==> config.mk <==
export PLATFORM = sky130hd
export DESIGN_NAME = apsp_alu
export DESIGN_NICKNAME = d
export VERILOG_FILES = /design/src/rtl/all_pairs_shortest_path_assert.svh /design/src/rtl/apsp_pkg.sv /design/src/rtl/apsp_alu.sv
export SDC_FILE = /design/constraint.sdc
export NUM_CORES = 1
export LEC_CHECK = 0
export BUFFER_PORTS_ARGS = -buffer_cell sky130_fd_sc_hd__buf_2
export CAP_MARGIN = 20
export CORE_UTILIZATION = 46
export CTS_CLUSTER_DIAMETER = 120
export CTS_CLUSTER_SIZE = 28
export DETAILED_ROUTE_END_ITERATION = 8
export GPL_ROUTABILITY_DRIVEN = 0
export HOLD_SLACK_MARGIN = 0.15
export PLACE_DENSITY = 0.74
export SLEW_MARGIN = 40
export SYNTH_ARGS = -nofsm -noshare
export SYNTH_HDL_FRONTEND = slang
export SYNTH_SLANG_ARGS = --single-unit
==> constraint.sdc <==
create_clock -name clk_i -period 3.59 [get_ports clk_i]
set_input_delay 0.1795 -clock clk_i [delete_from_list [all_inputs] [get_ports clk_i]]
set_output_delay 0.1795 -clock clk_i [all_outputs]
set_load 0.05 [all_outputs]
==> src/rtl/all_pairs_shortest_path_assert.svh <==
// Assertion macros for the all-pairs shortest path block.
// Used by rtl/all_pairs_shortest_path.sv; no other dependencies.
`ifndef ALL_PAIRS_SHORTEST_PATH_ASSERT_SVH
`define ALL_PAIRS_SHORTEST_PATH_ASSERT_SVH

`ifndef SYNTHESIS
`define APSP_ASSERT(lbl, prop) \
  lbl: assert property (@(posedge clk_i) disable iff (!rst_ni) (prop)) \
    else $error("apsp assertion failed");
`define APSP_ASSERT_NEXT(lbl, pre, post) \
  lbl: assert property (@(posedge clk_i) disable iff (!rst_ni) (pre) |=> (post)) \
    else $error("apsp assertion failed");
`else
`define APSP_ASSERT(lbl, prop)
`define APSP_ASSERT_NEXT(lbl, pre, post)
`endif

`endif

==> src/rtl/apsp_pkg.sv <==
// Package for the all-pairs shortest path block: sizes and command codes.
// No dependencies; imported by apsp_alu and all_pairs_shortest_path.
`default_nettype none

package apsp_pkg;

  localparam int MAX_VERTICES = 16;
  localparam int IDX_W        = $clog2(MAX_VERTICES);
  localparam int ADDR_W       = 2 * IDX_W;
  localparam int DEPTH        = MAX_VERTICES * MAX_VERTICES;
  localparam int DIST_W       = 32;
  localparam int VCOUNT_W     = 5;
  localparam int CMD_W        = 2;
  localparam int NCNT_W       = (VCOUNT_W > IDX_W + 1) ? VCOUNT_W : IDX_W + 1;
  localparam int IN_DATA_W    = ((2 * IDX_W + DIST_W + 7) / 8) * 8;

  localparam logic [CMD_W-1:0] CMD_WRITE = 2'd0;
  localparam logic [CMD_W-1:0] CMD_RUN   = 2'd1;
  localparam logic [CMD_W-1:0] CMD_READ  = 2'd2;

  localparam logic [VCOUNT_W-1:0] VCOUNT_RESET = 5'd16;

endpackage

`default_nettype wire

==> src/rtl/apsp_alu.sv <==
// Shared relaxation unit: registered saturating add of two distances and
// a signed less-than of the held sum against a third. Uses apsp_pkg.
`default_nettype none

module apsp_alu
  import apsp_pkg::*;
(
  input  wire logic                     clk_i,
  input  wire logic                     load_i,
  input  wire logic signed [DIST_W-1:0] a_i,
  input  wire logic signed [DIST_W-1:0] b_i,
  input  wire logic signed [DIST_W-1:0] c_i,
  output logic signed [DIST_W-1:0]      via_o,
  output logic                          less_o
);

  localparam logic signed [DIST_W-1:0] SAT_MAX = {1'b0, {(DIST_W-1){1'b1}}};
  localparam logic signed [DIST_W-1:0] SAT_MIN = {1'b1, {(DIST_W-1){1'b0}}};

  logic signed [DIST_W:0]   sum;
  logic signed [DIST_W-1:0] via_d;
  logic signed [DIST_W-1:0] via_q;

  always_comb begin
    sum = {a_i[DIST_W-1], a_i} + {b_i[DIST_W-1], b_i};
    if (sum[DIST_W] != sum[DIST_W-1]) begin
      via_d = sum[DIST_W] ? SAT_MIN : SAT_MAX;
    end else begin
      via_d = sum[DIST_W-1:0];
    end
  end

  always_ff @(posedge clk_i) begin
    if (load_i) begin
      via_q <= via_d;
    end
  end

  assign via_o  = via_q;
  assign less_o = (via_q < c_i);

endmodule

`default_nettype wire

==> results of run 1 <==
[area by class of cell]
class / instances / share of cell area, %
well taps: 105 / 2.81
repair buffers: 131 / 14.1
flip-flops and latches: 32 / 20.5
clock inverters: 2 / 0.160
clock buffers: 5 / 1.47
inverters: 43 / 3.45
multi-input cells: 362 / 57.5
[logic make-up after synthesis]
kind of cell               Yosys count
xor gates and xnor gates            25
muxes                                1
DFF                                 32
and+or+nand+nor                     99
buffers and inverters               64
AOI/OAI and AO/OA                  171
adders and majority gates           66
[power groups by stage]
stage / sequential [W] / combinational [W] / clock, W
after floorplan: 0.000829 / 0.000552 / 0
after global placement: 0.000577 / 0.00104 / 0
after detailed placement: 0.000580 / 0.00106 / 0
after CTS: 0.000572 / 0.00107 / 0.000243
after global routing: 0.000581 / 0.00117 / 0.000259
final: 0.000570 / 0.00107 / 0.000238
[cells in the final DEF, fill, tap and decap left out, drive strengths merged, types with 4 or more instances in the layout]
master / instances
o21bai: 5
nor2: 19
a21oi: 50
nor3: 8
nand2: 28
nor2b: 5
xor2: 13
xnor2: 12
a21o: 19
edfxtp: 32
nand3: 10
o21a: 5
o211ai: 5
a211oi: 7
inv: 43
nand4: 7
and2: 4
buf: 131
o21ai: 44
ha: 63
nand2b: 8
a31oi: 6
clkbuf: 5
[cells in the mapped netlist, types with 2 or more instances]
cell,number,area [um^2]
o21ai_0,25,125
nor3_1,7,35.0
buf_6,2,22.5
buf_4,3,22.5
xnor2_1,11,96.3
maj3_2,2,22.5
nor2b_1,5,31.3
inv_1,43,161
a21o_1,19,143
and3_1,2,12.5
a21boi_2,2,22.5
nor2_1,19,71.3
o211ai_1,5,37.5
a211o_1,2,17.5
nand2_1,28,105
nand2b_1,8,50.1
nand4_1,7,43.8
xor2_1,13,114
o21a_1,5,37.5
nor4_1,2,12.5
o21bai_1,5,37.5
or2_2,2,12.5
o21ai_2,3,26.3
o31ai_1,2,15.0
ha_1,63,788
and2_1,4,25.0
a41oi_1,2,17.5
o21ai_1,16,80.1
buf_2,12,60.1
nand3_1,10,50.1
o221ai_1,2,17.5
edfxtp_1,32,961
clkbuf_1,4,15.0
a31oi_1,5,31.3
a2111oi_2,2,30.0
a21oi_1,50,250
a211oi_1,7,52.6
a311o_1,2,20.0
[per-layer routing]
metal	track usage (%)	routed length (um)	vias up
li1	-	-	1932
met1	28.6	4390	1631
met2	34.8	4170	137
met3	0.966	498	14
met4	7.32	144	0
met5	0	0	-
[through the flow]
step,power [W],setup slack [ps]
finish,0.00188,729
global route,0.00201,580
CTS,0.00188,681
detailed placement,0.00164,538
global placement,0.00162,655
floorplan,0.00138,483
[path summary, 6_finish.rpt]
kind / startpoint / slack, ps / endpoint / depth (start not counted)
max: via_o[17] / 730 / less_o / 10
min: b_i[0] / 360 / via_o[0] / 4
==> results.py, run 1 <==
metrics = {
    "run_status": {
        "outcome": "finished clean",
    },
    "logic_synthesis": {
        "ys_types": 63,
        "synth_compound_area_share_pct": 28.7,
        "yosys.area_share.simple_pct": 12.6,
        "synth_edf_count": 32,
        "yosys_warnings": 0,
        "synthMuxAreaShare_pct": 0.254,
        "synth_top_family_by_area": "compound AO/OA/AOI/OAI gates",
        "yosys.area_share.xor_xnor_pct": 5.76,
        "syn_avg_cell_area_um2": 8.59,
        "ys_ff_latch": 32,
        "synthFlopType": "edfxtp_1",
        "synthCells": 458,
        "synth_fa_ha_area_share_pct": 21.1,
        "synth-async-reset-ratio_pct": 0,
        "synthesis.nets": 620,
        "synthesis.area_um2": 3940,
        "synth_seq_area_share_pct": 24.4,
    },
    "pwr": {
        "switching_share_pct": 45.7,
        "intPower_w": 0.00102,
        "power_density_nw_per_um2": 401,
        "p_leak_nw": 2.28,
        "irDropWorstVdd_uv": 140,
        "p_sw_w": 0.000857,
        "pwr-share-clk_pct": 12.7,
        "pwr-share-comb_pct": 56.9,
        "seqPwrFrac_pct": 30.4,
    },
    "drt": {
        "via_per_inst": 5.46,
        "ant_nets": 0,
        "wl_per_cell_um": 13.5,
        "vias": 3714,
        "drtIter0Drc": 182,
        "first_pass_iters": 4,
        "drt_wl_total_mm": 9.20,
        "drc": 0,
    },
    "job": {
        "cap_violations": 0,
    },
    "critical_path": {
        "criticalPathCategory": "reg2out",
        "critPathRequiredTime_ps": 3410,
        "critical_path.cell_chain": "ha_1 > a21o_1 > a21o_1 > a21o_1 > a21o_1 > a21oi_1 > o221ai_1 > a31oi_1 > mux2i_1 > buf_2",
        "cp_max_fo": 2,
        "start_kind": "register",
        "critPathMaxStageDelay_ps": 400,
        "cpMostUsedCell": "a21o_1",
        "crit_path_end_kind": "primary output",
        "cp.arrival_ps": 2680,
        "critPathBufInv": 1,
        "crit_path_top_delay_cell": "edfxtp_1",
        "critPathTopFamily": "compound AO/OA/AOI/OAI gates",
    },
    "clock_tree": {
        "cts.sink_count": 32,
        "cts_max_level": 2,
        "tritoncts": "built",
        "clockRootBuffer": "clkbuf_8",
        "post_cts_buffers": 0,
        "cts_hold_buf": 0,
        "numCtsBuffers": 5,
        "path_clk_slew_ps": 60,
        "clockBufferDepth": 2,
        "cts.repair.resized": 0,
    },
    "cells_and_area": {
        "area_growth_pct": 19.0,
        "final_cell_count_no_fill": 680,
        "fin_util_pct": 56.7,
        "multiInputGateArea_um2": 2690,
        "num-fill-cells": 794,
        "diodes": 0,
        "drive_gt1_share_pct": 27.0,
        "largest_reg_flops": 32,
        "final-seq-area_um2": 961,
        "stdcell_area_um2": 4680,
        "nets": 737,
    },
    "sta": {
        "tightest_slew_ps": 722,
        "rsz0062_at_grt": "no",
        "slew_violations": 0,
        "finalHoldViolCount": 0,
        "setup_tns_ps": 0,
        "fin_crit_sh_pct": 79.7,
        "max_slew_margin_pct": 51.7,
        "finalSetupViolations": 0,
        "fmax_mhz": 350,
        "finalCriticalPeriod_ps": 2860,
        "holdWs_ps": 361,
    },
    "placed_design": {
        "place_inst": 673,
        "place_area_um2": 4600,
        "io_buffers": 130,
        "dp_hpwl_mm": 7.85,
    },
    "floorplan": {
        "die_area_um2": 8930,
        "initial_utilization_pct": 47.7,
        "core-area_um2": 8260,
        "ioPinCount": 131,
        "std_cell_rows": 33,
        "die_w_um": 94.5,
        "fp.dieH_um": 94.5,
    },
    "min_path": {
        "hold_class": "in2reg",
    },
    "global_routing": {
        "grt_max_degree": 33,
        "grtUsageTotal_pct": 20.8,
        "antenna_found_initial": 0,
        "grt_pass1_vias": 3318,
        "grt_pass1_wl_mm": 14.9,
        "grt_overflow": 0,
    },
}
(Power assumes the default switching activity.)
==> inputs of run 2 (changes only) <==
--- a/config.mk
+++ b/config.mk
@@ -13,7 +13,7 @@
 export DETAILED_ROUTE_END_ITERATION = 8
 export GPL_ROUTABILITY_DRIVEN = 0
 export HOLD_SLACK_MARGIN = 0.15
-export PLACE_DENSITY = 0.74
+export PLACE_DENSITY = 0.77
 export SLEW_MARGIN = 40
 export SYNTH_ARGS = -nofsm -noshare
 export SYNTH_HDL_FRONTEND = slang
==> constraint.sdc (replaced) <==
create_clock -name clk_i -period 2.47 [get_ports clk_i]
set_input_delay 0.1235 -clock clk_i [delete_from_list [all_inputs] [get_ports clk_i]]
set_output_delay 0.1235 -clock clk_i [all_outputs]
set_load 0.05 [all_outputs]
==> results.py, run 2 (synthesis results as in run 1) <==
metrics = {
    "sta": {
        "finalSetupViolations": 1,
        "finalHoldViolCount": 0,
        "slew_violations": 0,
        "fmax_mhz": 378,
        "rsz0062_at_grt": "yes",
        "max_slew_margin_pct": 56.0,
        "setup_slack_ps": -179,
        "finalCriticalPeriod_ps": 2650,
        "tightest_slew_ps": 660,
        "fin_crit_sh_pct": 107,
        "setup_tns_ps": -179,
        "holdWs_ps": 363,
    },
    "drt": {
        "drt_wl_total_mm": 10.3,
        "vias": 4108,
        "ant_nets": 0,
        "drtIter0Drc": 148,
        "via_per_inst": 5.56,
        "wl_per_cell_um": 13.9,
        "first_pass_iters": 6,
        "drc": 0,
    },
    "global_routing": {
        "met1_usage_pct": 29.5,
        "grt_pass1_vias": 3736,
        "grt_most_used_layer": "met2",
        "grt_pass1_wl_mm": 16.3,
        "grt_max_degree": 33,
        "grt_overflow": 0,
        "grt_use_met3_pct": 0.886,
        "grtUsageTotal_pct": 22.8,
        "met2_usage_pct": 40.6,
        "antenna_found_initial": 0,
    },
    "run_status": {
        "outcome": "finished, violations left",
        "violations": "setup timing",
    },
    "critical_path": {
        "crit_path_end_kind": "primary output",
        "cp.arrival_ps": 2530,
        "start_kind": "register",
        "criticalPathCategory": "reg2out",
        "cp-startpoint": "via_o[17]",
        "cp_max_fo": 2,
        "critPathRequiredTime_ps": 2350,
    },
    "cells_and_area": {
        "area_growth_pct": 34.0,
        "drive_gt1_share_pct": 35.6,
        "diodes": 0,
        "mostFrequentLayoutCells": "buf_2 (129), ha_1 (62), buf_4 (57)",
        "multiInputGateArea_um2": 2790,
        "final-seq-area_um2": 961,
        "fin_util_pct": 63.9,
        "nets": 795,
        "largest_reg_flops": 32,
        "num-fill-cells": 713,
        "final_cell_count_no_fill": 739,
        "stdcell_area_um2": 5270,
        "layout_commonest_cell": "buf_2",
    },
    "clock_tree": {
        "tritoncts": "built",
        "clockRootBuffer": "clkbuf_8",
        "cts_hold_buf": 0,
        "numCtsBuffers": 5,
        "path_clk_slew_ps": 60,
        "cts_max_level": 2,
        "clockBufferDepth": 2,
        "cts.sink_count": 32,
    },
    "pwr": {
        "p_leak_nw": 2.59,
        "irDropWorstVdd_uv": 283,
        "power_density_nw_per_um2": 586,
    },
    "placed_design": {
        "place_area_um2": 5050,
        "place_inst": 727,
        "io_buffers": 130,
        "dp_hpwl_mm": 8.71,
    },
    "floorplan": {
        "initial_utilization_pct": 47.7,
        "core-area_um2": 8260,
        "die_w_um": 94.5,
        "die_area_um2": 8930,
        "fp.dieH_um": 94.5,
        "std_cell_rows": 33,
        "ioPinCount": 131,
    },
    "min_path": {
        "min-delay-start": "b_i[0]",
        "whs_path_depth": 4,
        "whs_endpoint": "via_o[0]",
        "hold_class": "in2reg",
    },
    "job": {
        "cap_violations": 0,
    },
}
==> run 2: worst max path at each step <==
| stage | end | slack, ps |
|---|---|---|
| 2_1_floorplan | less_o | -130 |
| 3_3_place_gp | via_o[4] | -70 |
| 3_5_place_dp | via_o[30] | -180 |
| 4_1_cts | less_o | -140 |
| 5_1_grt | less_o | -230 |
| 6_report | less_o | -180 |
==> run 2: critical path, cell delays in order (launching register included) <==
cell and delay (ps):
edfxtp_1 450, ha_4 250, a21o_1 170, a21o_1 170, a21o_1 150, a21o_1 160, a21oi_2 130, o221ai_2 120
a31oi_4 210, mux2i_4 270, buf_6 180
==> run 2: cell type report <==
class | count | share of cell area [%]
Tap cell | 105 | 2.49
Sequential cell | 32 | 18.2
Clock inverter | 3 | 0.712
Clock buffer | 5 | 1.30
Inverter | 43 | 3.06
Timing Repair Buffer | 189 | 21.3
Multi-Input combinational cell | 362 | 52.9
==> run 2: power by group <==
group          total, W  internal, W  switching [W]
sequential     0.000833     0.000760      0.0000738
combinational   0.00179     0.000690        0.00110
clock          0.000466     0.000293       0.000173
==> run 2: timing repair <==
item,CTS,global route
pin swaps,4,2
buffers inserted,4,0
setup endpoints to repair,1,8
gates cloned,0,0
gates resized for setup,10,5
==> run 2: per-stage QoR <==
stage	total power, W	setup slack (ps)
2_1_floorplan	0.00202	-134
3_3_place_gp	0.00249	-71.8
3_5_place_dp	0.00256	-183
4_1_cts	0.00307	-139
5_1_grt	0.00328	-227
6_report	0.00309	-179
==> run 2: per-layer routing <==
layer / routed length [um] / up-vias / part of all wire [%]
met1: 4640 / 1868 / 45
met2: 4970 / 156 / 48
met5: 0 / - / 0
met4: 184 / 0 / 1.8
met3: 485 / 17 / 4.7
li1: - / 2067 / -
==> inputs of run 3 (changes only) <==
--- a/config.mk
+++ b/config.mk
@@ -13,7 +13,7 @@
 export DETAILED_ROUTE_END_ITERATION = 8
 export GPL_ROUTABILITY_DRIVEN = 0
 export HOLD_SLACK_MARGIN = 0.15
-export PLACE_DENSITY = 0.77
+export PLACE_DENSITY_LB_ADDON = 0.08
 export SLEW_MARGIN = 40
 export SYNTH_ARGS = -nofsm -noshare
 export SYNTH_HDL_FRONTEND = slang
==> results.py, run 3 (synthesis results as in run 1) <==
metrics = {
    "sta": {
        "finalHoldViolCount": 0,
        "finalSetupViolations": 1,
        "holdWs_ps": 344,
        "finalCriticalPeriod_ps": 2610,
        "fin_crit_sh_pct": 106,
        "fmax_mhz": 383,
        "setup_slack_ps": -142,
        "slew_violations": 0,
        "rsz0062_at_grt": "yes",
        "max_slew_margin_pct": 54.9,
        "tightest_slew_ps": 677,
    },
    "clock_tree": {
        "path_clk_slew_ps": 60,
        "clockRootBuffer": "clkbuf_8",
        "cts_max_level": 2,
        "cts.sink_count": 32,
        "numCtsBuffers": 5,
        "clockBufferDepth": 2,
        "tritoncts": "built",
    },
    "placed_design": {
        "dp_hpwl_mm": 8.28,
        "place_inst": 734,
        "io_buffers": 130,
    },
    "global_routing": {
        "antenna_found_initial": 0,
        "grtUsageTotal_pct": 22.6,
        "grt_overflow": 0,
        "grt_pass1_vias": 3583,
        "grt_max_degree": 33,
        "grt_pass1_wl_mm": 16.1,
    },
    "cells_and_area": {
        "nets": 801,
        "layout_commonest_cell": "buf_2",
        "largest_reg_flops": 32,
        "final_cell_count_no_fill": 745,
        "area_growth_pct": 36.3,
        "diodes": 0,
        "num-fill-cells": 715,
        "drive_gt1_share_pct": 37.5,
        "mostFrequentLayoutCells": "buf_2 (129), buf_4 (63), ha_1 (61)",
    },
    "run_status": {
        "outcome": "finished, violations left",
        "violations": "setup timing",
    },
    "pwr": {
        "pwr-share-clk_pct": 15.3,
        "pwr-share-comb_pct": 57.8,
        "p_leak_nw": 2.63,
        "irDropWorstVdd_uv": 283,
        "power_density_nw_per_um2": 577,
        "p_sw_w": 0.00134,
        "seqPwrFrac_pct": 26.9,
        "intPower_w": 0.00175,
        "switching_share_pct": 43.4,
    },
    "critical_path": {
        "critPathRequiredTime_ps": 2350,
        "cp_max_fo": 2,
        "start_kind": "register",
        "critPathTopFamily": "compound AO/OA/AOI/OAI gates",
        "criticalPathCategory": "reg2out",
        "crit_path_top_delay_cell": "edfxtp_1",
        "crit_path_end_kind": "primary output",
        "critPathBufInv": 1,
        "critical_path.cell_chain": "ha_4 > a21o_1 > a21o_1 > a21o_1 > a21o_1 > a21oi_2 > o221ai_2 > a31oi_4 > mux2i_4 > buf_6",
        "critPathMaxStageDelay_ps": 450,
        "cpMostUsedCell": "a21o_1",
        "cp.arrival_ps": 2490,
    },
    "drt": {
        "vias": 3925,
        "drc": 0,
        "drtIter0Drc": 147,
        "ant_nets": 0,
        "wl_per_cell_um": 13.2,
        "drt_wl_total_mm": 9.82,
        "via_per_inst": 5.27,
        "first_pass_iters": 5,
    },
    "floorplan": {
        "ioPinCount": 131,
        "core-area_um2": 8260,
        "std_cell_rows": 33,
        "fp.dieH_um": 94.5,
        "die_w_um": 94.5,
        "die_area_um2": 8930,
        "initial_utilization_pct": 47.7,
    },
    "min_path": {
        "hold_class": "in2reg",
    },
    "job": {
        "cap_violations": 0,
    },
}
==> run 3: cell count changes in the layout (fill, tap and decap cells not counted), sizes merged <==
cell  before  now
buf      189  195
==> run 3: final timing paths <==
path	from	to	slack, ps	cells past startpoint
max	via_o[17]	less_o	-140	10
min	b_i[0]	via_o[0]	340	4
==> run 3: area by class of cell <==
type | instances | area, um^2 | area share (%)
Timing Repair Buffer | 195 | 1170 | 21.8
Clock buffer | 5 | 68.8 | 1.28
Clock inverter | 3 | 37.5 | 0.700
Multi-Input combinational cell | 362 | 2830 | 52.8
Tap cell | 105 | 131 | 2.45
Inverter | 43 | 161 | 3.01
Sequential cell | 32 | 961 | 17.9
==> run 3: what timing repair did <==
action,CTS,global route
buffers inserted,0,3
endpoints found under the setup margin,1,23
hold buffers,0,0
resized for setup,9,17
pin swaps,7,11
==> run 3: through the flow <==
stage | power [W] | cell area (um^2) | setup slack [ps] | util (%) | TNS (ps)
floorplan | 0.00202 | 3950 | -134 | - | -134
global placement | 0.00252 | 5110 | -105 | 61.8 | -1820
detailed placement | 0.00256 | 5110 | -219 | 61.8 | -4420
CTS | 0.00307 | 5260 | -203 | 63.7 | -203
global route | 0.00331 | 5360 | -244 | 65.0 | -250
finish | 0.00310 | 5360 | -142 | 65.0 | -142
==> run 3: power by group through the flow <==
| stage | Sequential, W | Clock (W) | Combinational (W) |
|---|---|---|---|
| after floorplan | 0.00120 | 0 | 0.000817 |
| after global placement | 0.000837 | 0 | 0.00168 |
| after detailed placement | 0.000842 | 0 | 0.00172 |
| after CTS | 0.000832 | 0.000485 | 0.00175 |
| after global routing | 0.000843 | 0.000509 | 0.00195 |
| final | 0.000832 | 0.000473 | 0.00179 |
==> run 3: metal layers <==
layer	vias up	GRT usage [%]	part of all wire, %
li1	2060	-	-
met1	1732	32.7	51
met2	124	35.3	43
met3	9	1.93	4.8
met4	0	7.32	1.2
met5	-	0	0
